==> config.mk <==
export PLATFORM = sky130hd
export DESIGN_NAME = baud_divisor_search
export DESIGN_NICKNAME = d
export VERILOG_FILES = /design/src/rtl/core/bds_pkg.sv /design/src/rtl/core/baud_divisor_search.sv /design/src/rtl/core/bds_divider.sv
export SDC_FILE = /design/constraint.sdc
export NUM_CORES = 1
export LEC_CHECK = 0
export BUFFER_PORTS_ARGS = -buffer_cell sky130_fd_sc_hd__buf_4
export CORE_MARGIN = 5
export CORE_UTILIZATION = 40
export DETAILED_ROUTE_END_ITERATION = 7
export PLACE_DENSITY_LB_ADDON = 0.05
export SLEW_MARGIN = 20
export SYNTH_ARGS = -nofsm -noshare
export SYNTH_HDL_FRONTEND = slang
export SYNTH_SLANG_ARGS = --single-unit
export TNS_END_PERCENT = 10
==> constraint.sdc <==
create_clock -name clk_i -period 10.6 [get_ports clk_i]
set_clock_uncertainty 0.1 [all_clocks]
set_input_delay 1.06 -clock clk_i [delete_from_list [all_inputs] [get_ports clk_i]]
set_output_delay 1.06 -clock clk_i [all_outputs]
set_load 0.005 [all_outputs]
==> src/rtl/core/bds_pkg.sv <==
// Shared types and constants of the baud divisor search block.
`default_nettype none
package bds_pkg;

  // Divider operand width: the rounding numerator stays below 2^35.
  localparam int unsigned DivW = 35;
  localparam int unsigned CntW = $clog2(DivW);

  localparam int unsigned ClockW = 27;
  localparam int unsigned BaudW  = 24;
  localparam int unsigned RateW  = 25;
  localparam int unsigned SelW   = 2;
  localparam int unsigned BrvW   = 8;
  localparam int unsigned DivValW = 9;   // divisor 1..256
  localparam int unsigned ShiftW  = 4;   // rate factor shift up to 11

  localparam logic [ClockW-1:0] ClockReset = ClockW'(50000000);
  localparam logic [DivValW-1:0] DivMax    = DivValW'(256);
  localparam logic [ShiftW-1:0] AsyncShift = ShiftW'(5);  // factor 32
  localparam logic [ShiftW-1:0] SyncShift  = ShiftW'(2);  // factor 4
  localparam logic [SelW-1:0]   SelLast    = SelW'(3);

  typedef enum logic [2:0] {
    ST_IDLE,
    ST_DIV1,
    ST_WAIT1,
    ST_DIV2,
    ST_WAIT2,
    ST_FINISH
  } state_e;

  typedef struct packed {
    logic            start;
    logic [DivW-1:0] dividend;
    logic [DivW-1:0] divisor;
  } div_req_t;

  typedef struct packed {
    logic            done;
    logic [DivW-1:0] quotient;
  } div_rsp_t;

endpackage
`default_nettype wire

==> src/rtl/core/baud_divisor_search.sv <==
// Top level of the baud divisor search: sequencer, best-setting tracking, ports.
`default_nettype none
// Finds a serial-port prescaler selection and divisor for a requested bit rate.
// A word on the slave side carries the rate (tdata) and the mode (tuser: 0 async,
// 1 clocked sync). Selections 0..3 are tried in order with rate factor 32*4^n
// (async) or 4*4^n (sync); each yields a rounded divisor, kept when it lies in
// 1..256, and the achieved rate clock_hz / (factor * divisor). The first setting
// with the strictly smallest rate error wins, and the search ends once that error
// is at most one percent of the request. A zero rate or no usable divisor gives
// status 1 with all other fields zero. Both divisions per selection run on one
// shared restoring divider at one bit per cycle, so a word takes up to eight
// divisions in the worst case; the block accepts no new word while a search runs.
// A finished result waits in an output register, so the next word may enter
// before it is taken. clock_hz must be written over the cfg channel only while
// the block is idle; the block itself does not enforce this.
module baud_divisor_search import bds_pkg::*; (
  input  logic        clk_i,
  input  logic        rst_ni,
  // configuration: clock_hz
  input  logic        cfg_valid_i,
  output logic        cfg_ready_o,
  input  logic [26:0] cfg_data_i,
  // request stream
  input  logic        s_axis_tvalid,
  output logic        s_axis_tready,
  input  logic [23:0] s_axis_tdata,   // [23:0] req_rate
  input  logic [0:0]  s_axis_tuser,   // [0] sync_mode
  // result stream
  output logic        m_axis_tvalid,
  input  logic        m_axis_tready,
  output logic [39:0] m_axis_tdata,   // [1:0] clock_select, [9:2] bit_rate_value,
                                      // [34:10] achieved_rate, [39:35] zero
  output logic [0:0]  m_axis_tuser    // [0] status
);

  state_e state_q, state_d;

  logic [ClockW-1:0]  clock_hz_q;
  logic [BaudW-1:0]   baud_q, baud_d;
  logic               sync_q, sync_d;
  logic [SelW-1:0]    sel_q, sel_d;
  logic [DivValW-1:0] div_q, div_d;
  logic               found_q, found_d;
  logic [SelW-1:0]    best_sel_q, best_sel_d;
  logic [DivValW-1:0] best_div_q, best_div_d;
  logic [ClockW-1:0]  best_rate_q, best_rate_d;
  logic [ClockW-1:0]  best_err_q, best_err_d;

  logic               m_valid_q, m_valid_d;
  logic [39:0]        m_data_q, m_data_d;
  logic               m_user_q, m_user_d;

  logic [ShiftW-1:0]  shift;
  logic [DivW-1:0]    den;
  logic [DivW-1:0]    numer;
  logic [DivW-1:0]    fac_div;
  logic [ClockW-1:0]  rate;
  logic [ClockW-1:0]  err;
  logic [33:0]        err_x100;
  logic               div_ok;
  logic               better;
  logic               in_accept;
  logic               out_free;
  logic [BrvW-1:0]    brv;

  div_req_t div_req;
  div_rsp_t div_rsp;

  bds_divider u_div (
    .clk_i  (clk_i),
    .rst_ni (rst_ni),
    .req_i  (div_req),
    .rsp_o  (div_rsp)
  );

  // Rate factor is a power of two: multiply by shifting.
  assign shift   = (sync_q ? SyncShift : AsyncShift) + ShiftW'({sel_q, 1'b0});
  assign den     = DivW'(baud_q) << shift;
  assign numer   = DivW'(clock_hz_q) + (den >> 1);
  assign fac_div = DivW'(div_q) << shift;

  assign div_req.start    = (state_q == ST_DIV1) || (state_q == ST_DIV2);
  assign div_req.dividend = (state_q == ST_DIV1) ? numer : DivW'(clock_hz_q);
  assign div_req.divisor  = (state_q == ST_DIV1) ? den : fac_div;

  // Divisor from the first division is usable only within 1..256.
  assign div_ok = (div_rsp.quotient != '0) && (div_rsp.quotient <= DivW'(DivMax));

  // Achieved rate and its distance from the request.
  assign rate = div_rsp.quotient[ClockW-1:0];
  assign err  = (rate > ClockW'(baud_q)) ? (rate - ClockW'(baud_q))
                                         : (ClockW'(baud_q) - rate);
  // err <= floor(baud/100) is the same as 100*err <= baud
  assign err_x100 = (34'(err) << 6) + (34'(err) << 5) + (34'(err) << 2);
  assign better   = !found_q || (err < best_err_q);

  assign in_accept = s_axis_tvalid && s_axis_tready;
  assign out_free  = !m_valid_q || m_axis_tready;
  assign brv       = BrvW'(best_div_q - DivValW'(1));

  always_comb begin
    state_d     = state_q;
    baud_d      = baud_q;
    sync_d      = sync_q;
    sel_d       = sel_q;
    div_d       = div_q;
    found_d     = found_q;
    best_sel_d  = best_sel_q;
    best_div_d  = best_div_q;
    best_rate_d = best_rate_q;
    best_err_d  = best_err_q;
    m_valid_d   = m_valid_q && !m_axis_tready;
    m_data_d    = m_data_q;
    m_user_d    = m_user_q;
    s_axis_tready = (state_q == ST_IDLE);

    case (state_q)
      ST_IDLE: begin
        if (in_accept) begin
          baud_d  = s_axis_tdata;
          sync_d  = s_axis_tuser[0];
          sel_d   = '0;
          found_d = 1'b0;
          // zero rate: skip the search, report the error result
          state_d = (s_axis_tdata == '0) ? ST_FINISH : ST_DIV1;
        end
      end
      ST_DIV1: state_d = ST_WAIT1;
      ST_WAIT1: begin
        if (div_rsp.done) begin
          div_d = div_rsp.quotient[DivValW-1:0];
          if (div_ok) begin
            state_d = ST_DIV2;
          end else if (sel_q == SelLast) begin
            state_d = ST_FINISH;
          end else begin
            sel_d   = sel_q + SelW'(1);
            state_d = ST_DIV1;
          end
        end
      end
      ST_DIV2: state_d = ST_WAIT2;
      ST_WAIT2: begin
        if (div_rsp.done) begin
          if (better) begin
            found_d     = 1'b1;
            best_sel_d  = sel_q;
            best_div_d  = div_q;
            best_rate_d = rate;
            best_err_d  = err;
          end
          if ((better && (err_x100 <= 34'(baud_q))) || (sel_q == SelLast)) begin
            state_d = ST_FINISH;
          end else begin
            sel_d   = sel_q + SelW'(1);
            state_d = ST_DIV1;
          end
        end
      end
      ST_FINISH: begin
        // hold until the output register is free
        if (out_free) begin
          m_valid_d = 1'b1;
          if (found_q) begin
            m_data_d = {5'd0, best_rate_q[RateW-1:0], brv, best_sel_q};
            m_user_d = 1'b0;
          end else begin
            m_data_d = '0;
            m_user_d = 1'b1;
          end
          state_d = ST_IDLE;
        end
      end
      default: state_d = ST_IDLE;
    endcase
  end

  always_ff @(posedge clk_i or negedge rst_ni) begin
    if (!rst_ni) begin
      state_q    <= ST_IDLE;
      m_valid_q  <= 1'b0;
      clock_hz_q <= ClockReset;
      found_q    <= 1'b0;
      sel_q      <= '0;
    end else begin
      state_q   <= state_d;
      m_valid_q <= m_valid_d;
      found_q   <= found_d;
      sel_q     <= sel_d;
      if (cfg_valid_i) begin
        clock_hz_q <= cfg_data_i;
      end
    end
  end

  always_ff @(posedge clk_i) begin
    baud_q      <= baud_d;
    sync_q      <= sync_d;
    div_q       <= div_d;
    best_sel_q  <= best_sel_d;
    best_div_q  <= best_div_d;
    best_rate_q <= best_rate_d;
    best_err_q  <= best_err_d;
    m_data_q    <= m_data_d;
    m_user_q    <= m_user_d;
  end

  assign cfg_ready_o   = 1'b1;
  assign m_axis_tvalid = m_valid_q;
  assign m_axis_tdata  = m_data_q;
  assign m_axis_tuser  = m_user_q;

endmodule
`default_nettype wire

==> src/rtl/core/bds_divider.sv <==
// Restoring unsigned divider, one quotient bit per cycle.
`default_nettype none
module bds_divider import bds_pkg::*; (
  input  logic     clk_i,
  input  logic     rst_ni,
  input  div_req_t req_i,
  output div_rsp_t rsp_o
);

  logic            busy_q, busy_d;
  logic            done_q, done_d;
  logic [CntW-1:0] cnt_q, cnt_d;
  logic [DivW-1:0] rem_q, rem_d;
  logic [DivW-1:0] quo_q, quo_d;
  logic [DivW-1:0] dsr_q, dsr_d;
  logic [DivW:0]   trial;
  logic [DivW:0]   diff;
  logic            ge;

  assign trial = {rem_q, quo_q[DivW-1]};
  assign ge    = trial >= {1'b0, dsr_q};
  assign diff  = trial - {1'b0, dsr_q};

  always_comb begin
    busy_d = busy_q;
    done_d = 1'b0;
    cnt_d  = cnt_q;
    rem_d  = rem_q;
    quo_d  = quo_q;
    dsr_d  = dsr_q;
    if (req_i.start) begin
      busy_d = 1'b1;
      cnt_d  = '0;
      rem_d  = '0;
      quo_d  = req_i.dividend;
      dsr_d  = req_i.divisor;
    end else if (busy_q) begin
      // remainder stays below the divisor, so the low bits hold it
      rem_d = ge ? diff[DivW-1:0] : trial[DivW-1:0];
      quo_d = {quo_q[DivW-2:0], ge};
      cnt_d = cnt_q + CntW'(1);
      if (cnt_q == CntW'(DivW - 1)) begin
        busy_d = 1'b0;
        done_d = 1'b1;
      end
    end
  end

  always_ff @(posedge clk_i or negedge rst_ni) begin
    if (!rst_ni) begin
      busy_q <= 1'b0;
      done_q <= 1'b0;
      cnt_q  <= '0;
    end else begin
      busy_q <= busy_d;
      done_q <= done_d;
      cnt_q  <= cnt_d;
    end
  end

  always_ff @(posedge clk_i) begin
    rem_q <= rem_d;
    quo_q <= quo_d;
    dsr_q <= dsr_d;
  end

  assign rsp_o.done     = done_q;
  assign rsp_o.quotient = quo_q;

endmodule
`default_nettype wire

# After elaboration in Yosys (flattened, before gate mapping)
# Cells that the tools add are included.
[classes]
reduce_logical = 24
shifts = 2
muxes = 38
n_lt_le_gt_ge = 5
addsub = 10
n_eq_ne = 15
[ops]
columns = ["op", "n"]
rows = [
  ["$mux 35", 5],
  ["$ge 36x35->1", 1],
  ["$add 27x34->35", 1],
  ["$le 35x9->1 const B", 1],
  ["$reduce_bool 35->1", 1],
  ["$shl 24x4->35", 1],
  ["$shl 9x4->35", 1],
  ["$sub 35x35->35", 1],
  ["$add 33x32->34", 1],
  ["$add 34x29->34", 1],
  ["$le 34x24->1", 1],
  ["$gt 27x24->1", 1],
  ["$lt 27x27->1", 1],
  ["$mux 27", 1],
  ["$mux 3", 9],
  ["$sub 24x27->27", 1],
  ["$sub 27x24->27", 1],
  ["$logic_not 24->1", 1],
  ["$pmux 3 s6", 1],
  ["$mux 1", 12],
  ["$mux 2", 6],
  ["$mux 6", 2],
  ["$ne 2x2->1 const B", 5],
  ["$reduce_and 4->1", 2],
  ["other kinds (21)", 36],
]
[word_totals]
input_bits = 57
wordCells = 115
output_inout_bits = 44
reg_bits = 284

# Longest topological paths before layout
[depth]
depth_word = 10
ltp_mapped = 40
depth_no_buf = 38

# Modules after synthesis
# Synthesis repeated with hierarchy kept, for this count alone.
[unflattened]
cells_unflattened = 2374
area_unflattened_um2 = 22440.3
[modules_own_cells]
columns = ["mod", "n_inst", "seq_area_each_um2", "area_each_um2", "cells_each"]
rows = [
  ["baud_divisor_search", 1, 4829.6, 15721.3, 1734],
  ["bds_divider", 1, 3002.9, 6718.9, 640],
]

# Worst setup path before layout
# Ideal clock, no wire load.
[synth_timing]
kind = "reg-to-reg"
from = "register baud_q[10]"
to = "register best_div_q[0] (enable)"
required_time_ns = 9.923
setup_ns = 0.577
slack_ns = 0.446
arrival_time_ns = 9.477
synth_period_minus_slack_ns = 10.154
path_stages_with_launch = 24
path_buffers = 1
cell_sequence = "edfxtp_1 > inv_1 > ha_1 > buf_2 > nand4_1 > or2_1 > or3_1 > or4_4 > o31ai_4 > mux2_2 > or2_2 > a31oi_1 > and4bb_1 > o21ai_2 > a221oi_2 > xor2_1 > ha_1 > a21o_1 > a21o_1 > a21oi_1 > o21ai_0 > a21oi_1 > nand2_1 > a211oi_1"
[synth_via]
elab_chain_cells = 5
elab_cells_between_ends = 7
classes_between = "2 x add/sub; 2 x order compare; 1 x mux; 2 x reduce/logical"
[synth_lines]
columns = ["element", "line", "rtl"]
rows = [
  ["start: declaration", "baud_divisor_search.sv:39", "logic [BaudW-1:0] baud_q, baud_d;"],
  ["start signal: assignment", "baud_divisor_search.sv:197", "baud_q <= baud_d;"],
  ["$sub 24x27->27, or another cell as far along", "baud_divisor_search.sv:92", ": (ClockW'(baud_q) - rate);"],
  ["$mux 27 (*)", "baud_divisor_search.sv:91", "assign err = (rate > ClockW'(baud_q)) ? (rate - ClockW'(baud_q))"],
  ["net err[24]", "baud_divisor_search.sv:58", "logic [ClockW-1:0] err;"],
  ["$lt 27x27->1 (*)", "baud_divisor_search.sv:95", "assign better = !found_q || (err < best_err_q);"],
  ["$logic_or 1x1->1 (*)", "baud_divisor_search.sv:95", ""],
  ["$reduce_and 3->1 (no source line) (*)", "n/a", ""],
  ["end signal: assignment", "baud_divisor_search.sv:201", "best_div_q <= best_div_d;"],
  ["end: declaration", "baud_divisor_search.sv:45", "logic [DivValW-1:0] best_div_q, best_div_d;"],
]
# Mark *: on every way through the listed nets, which the timed path passes. The rest lies on a longest branch.
# A chain may end at the register's enable or synchronous reset.

# Worst setup path in the final report
[layout_timing]
from = "register u_div.quo_q[2]"
to = "register sel_q[1]"
[layout_via]
elab_chain_cells = 9
elab_cells_between_ends = 17
classes_between = "4 x add/sub; 4 x order compare; 2 x eq/ne; 1 x mux; 6 x reduce/logical"
[layout_lines]
columns = ["element", "line", "rtl"]
rows = [
  ["start: declaration", "bds_divider.sv:14", "logic [DivW-1:0] quo_q, quo_d;"],
  ["start signal: assignment", "bds_divider.sv:63", "quo_q <= quo_d;"],
  ["$sub 24x27->27, or another cell as far along", "baud_divisor_search.sv:92", ""],
  ["$mux 27 (*)", "baud_divisor_search.sv:91", ""],
  ["net err[12]", "baud_divisor_search.sv:58", ""],
  ["$add 33x32->34", "baud_divisor_search.sv:94", "assign err_x100 = (34'(err) << 6) + (34'(err) << 5) + (34'(err) << 2);"],
  ["$add 34x29->34", "baud_divisor_search.sv:94", ""],
  ["$le 34x24->1", "baud_divisor_search.sv:152", "if ((better && (err_x100 <= 34'(baud_q))) || (sel_q == SelLast)) begin"],
  ["$logic_and 1x1->1 (*)", "baud_divisor_search.sv:152", ""],
  ["$logic_or 1x1->1 (*)", "baud_divisor_search.sv:152", ""],
  ["$ne 2x2->1 (no source line) (*)", "n/a", ""],
  ["$reduce_and 7->1 (no source line) (*)", "n/a", ""],
  ["end signal: assignment", "baud_divisor_search.sv:189", "sel_q <= sel_d;"],
  ["end: declaration", "baud_divisor_search.sv:41", "logic [SelW-1:0] sel_q, sel_d;"],
]
# Marks and branches as above.

==> qor.csv <==
stage;metric;value;unit
critical_path;Setup Crit Path Kind;reg2reg;
clock_tree;Clock Latency Late Sink;0.57;ns
routing;vias per cell;5.65;
critical_path;endpoint type of the worst setup path;flip-flop;
pwr;Clock power frac;50.7;%
pwr;Tot Pwr;2.65;mW
clock_tree;CTS resizes;0;
clock_tree;hold_buf cts;0;
min_path;HP Class;reg2reg;
synthesis;EDFF count, synth;202;
placement;DP HPWL;52.9;mm
grt;vias in the first global route;15831;
clock_tree;CTS Buf Count;37;
clock_tree;clk slew on worst S/H paths;0.06;ns
timing;slew margin rel.;25.1;%
routing;1st-iter DRT viols;1398;
synthesis;sequential area share after synthesis;37.5;%
clock_tree;Setup Buffers After CTS;0;
pwr;Worst VDD drop;104;µV
layout;area of the multi-input gates;11900;µm²
critical_path;signal arrival time at the worst endpoint;9.72;ns
pwr;Reg power frac;44.8;%
grt;antenna violations before repair;9;
synthesis;area share of the largest cell type after synthesis;29.0;%
critical_path;largest fanout on the critical path;17;
placement;buffers added on ports;94;
synthesis;Synth Cell Area;20900;µm²
critical_path;Crit-path slowest cell;o31ai_4;
synthesis;Synth Instances;2182;
floorplanning;num ports;101;
timing;crit path time final;9.40;ns
layout;register area;7830;µm²
clock_tree;clk root buf;clkbuf_16;
placement;Placed Instance Area;22200;µm²
timing;period utilization;88.7;%
synthesis;total number of yosys warnings;0;
timing;fmax;106;MHz
critical_path;CP Launch Type;flip-flop;
synthesis;dominant cell type by area after synthesis;edfxtp_1;
timing;final hold violation count;0;
clock_tree;Max H-tree Level;2;
critical_path;Worst path max stage delay;0.80;ns
pwr;cell-internal power;2.06;mW
synthesis;synth unique cells;89;
timing;setup violation total in the final timing report;0;
routing;DR pass1 iterations;5;
clock_tree;clock sink count;279;
pwr;pwr/cell area;113;nW/µm²
grt;All-Layer GR Usage;23.1;%
pwr;leakage power;10.1;nW
routing;final WL;67.7;mm
floorplanning;Initial Utilization;40.6;%
routing;vias;16680;
grt;largest net degree at the start of global routing;65;
timing;RSZ-0062 raised after global routing;no;
synthesis;most frequent cells after synthesis;edfxtp_1, inv_1, ha_1, a21oi_1, nand2_1;
routing;Final ANT Viol Nets;0;
layout;FILL cells;4983;
synthesis;Yosys reg bits;279;
clock_tree;clock buffer depth;3;
timing;final slew viol count;0;
routing;detailed-route DRC error count;0;
timing;setup TNS;0;ns
clock_tree;CTS tree;done;
synthesis;Mapped Avg Cell Area;9.57;µm²
pwr;Sw Share;22.1;%
floorplanning;core footprint;51500;µm²
routing;WL/cell;22.9;µm
critical_path;Critical Path RT;10.92;ns
outcome;outcome;finished clean;
floorplanning;die area;56900;µm²
synthesis;Most used DFF post-synth;edfxtp_1;
layout;Area growth syn-to-layout;12.6;%
grt;first-pass GRT wire length;101;mm
layout;Ant. Diodes;0;
synthesis;most common cell in the netlist;edfxtp_1;
timing;Tightest Pin Transition;1.12;ns
synthesis;synth top area cells;edfxtp_1, ha_1, a21oi_1, mux2i_1, dfrtp_1;
placement;Placer Congestion;0.939;
floorplanning;die width;239;µm
layout;share of layout cells above drive strength 1;11.7;%
grt;grt ovf;0;
layout;Final nets;2521;
run;total of max-cap violations;0;
floorplanning;die span in y;239;µm
pwr;Logic pwr share;4.6;%
floorplanning;cell row count;83;
synthesis;fraction of registers with async set/reset;15.1;%
pwr;Sw Pwr;0.585;mW
layout;fin area;23500;µm²
worst max-delay path: cells and delay by family, from the launching register on:
| family | cells | cell delay (ns) |
|---|---|---|
| compound gates | 19 | 4.26 |
| xor+xnor | 2 | 0.61 |
| fa+ha+maj | 4 | 1.65 |
| buf+inv | 2 | 0.17 |
| flops | 1 | 0.48 |
| mux | 2 | 0.62 |
| simple gates | 6 | 1.37 |
power by group through the flow:
| stage | Combinational, mW | Clock, mW | Sequential, mW |
|---|---|---|---|
| 2_1_floorplan | 0.0800 | 0 | 1.20 |
| 3_5_place_dp | 0.121 | 0 | 1.21 |
| 3_3_place_gp | 0.119 | 0 | 1.21 |
| 6_report | 0.121 | 1.34 | 1.18 |
| 5_1_grt | 0.133 | 1.42 | 1.19 |
| 4_1_cts | 0.121 | 1.37 | 1.19 |
area by class of cell:
type                       instances  share of cell area [%]
multi-input combinational       1614                    50.8
sequential                       279                    33.3
clock buffer                      49                    4.39
timing repair buffer             114                    3.64
tap                              680                    3.62
inverter                         200                    3.19
clock inverter                    18                    1.05
cell families (layout without fill, tap and decap cells):
| family | count (synthesis) | count (layout) | share of synthesized area, % |
|---|---|---|---|
| compound gates | 594 | 594 | 18.2 |
| simple gates | 541 | 541 | 12.3 |
| buf+inv | 293 | 381 | 5.52 |
| flops | 279 | 279 | 37.5 |
| fa+ha+maj | 219 | 219 | 13.9 |
| mux | 134 | 134 | 7.32 |
| xor+xnor | 120 | 120 | 5.22 |
| other cells | 2 | 6 | 0.0359 |
metal layers:
layer	global-route usage, %	vias up	share of wire, %
met3	4.66	77	7.2
met2	34.5	523	43
met1	34.9	8036	48
li1	-	8040	-
met4	4.73	4	1.9
met5	0	-	0.040
stage by stage:
stage	utilization [%]	worst slack (ns)	cells	hold WS, ns
3_3_place_gp	43.2	1.38	2887	0.340
5_1_grt	45.7	0.542	2954	0.426
4_1_cts	45.7	1.25	2954	0.373
6_report	45.7	1.20	2954	0.365
2_1_floorplan	-	0.446	2186	0.324
3_5_place_dp	43.2	1.29	2887	0.360
flip-flops by register name (all words and copies together) (netlist names), 6 cells and up:
signal / cells
m_axis_tdata: 35
u_div.dsr_q: 35
u_div.quo_q: 35
u_div.rem_q: 35
best_err_q: 27
clock_hz_q: 27
best_rate_q: 25
baud_q: 24
div_q: 9
best_div_q: 8
u_div.cnt_q: 6
worst paths after layout:
check | startpoint | end | slack, ns | cells after the start
worst max register to register | u_div.quo_q[2]$_DFFE_PP_ | sel_q[1]$_DFFE_PN0P_ | 1.20 | 35
worst max-delay path | u_div.quo_q[2]$_DFFE_PP_ | sel_q[1]$_DFFE_PN0P_ | 1.20 | 35
worst min-delay path | u_div.rem_q[34]$_SDFFE_PN0P_ | u_div.rem_q[34]$_SDFFE_PN0P_ | 0.37 | 2
min in group asynchronous | rst_ni | clock_hz_q[2]$_DFFE_PN0P_ | 0.41 | 1
worst min register to register | u_div.rem_q[34]$_SDFFE_PN0P_ | u_div.rem_q[34]$_SDFFE_PN0P_ | 0.37 | 2
max in group asynchronous | rst_ni | state_q[1]$_DFFE_PN0P_ | 9.52 | 1
cell usage in the layout (no fill, tap or decap), types with 34 or more instances in the layout:
| cell | instances |
|---|---|
| xor2_1 | 34 |
| a211oi_1 | 38 |
| nand2_1 | 157 |
| clkbuf_16 | 38 |
| nor2_1 | 152 |
| o21ai_0 | 126 |
| xnor2_1 | 83 |
| inv_1 | 196 |
| ha_1 | 195 |
| a21o_1 | 77 |
| dfxtp_1 | 35 |
| edfxtp_1 | 202 |
| mux2_2 | 43 |
| and2_1 | 40 |
| a21oi_1 | 178 |
| mux2i_1 | 77 |
| buf_4 | 114 |
No activity file was read; power rests on OpenSTA's default activity.
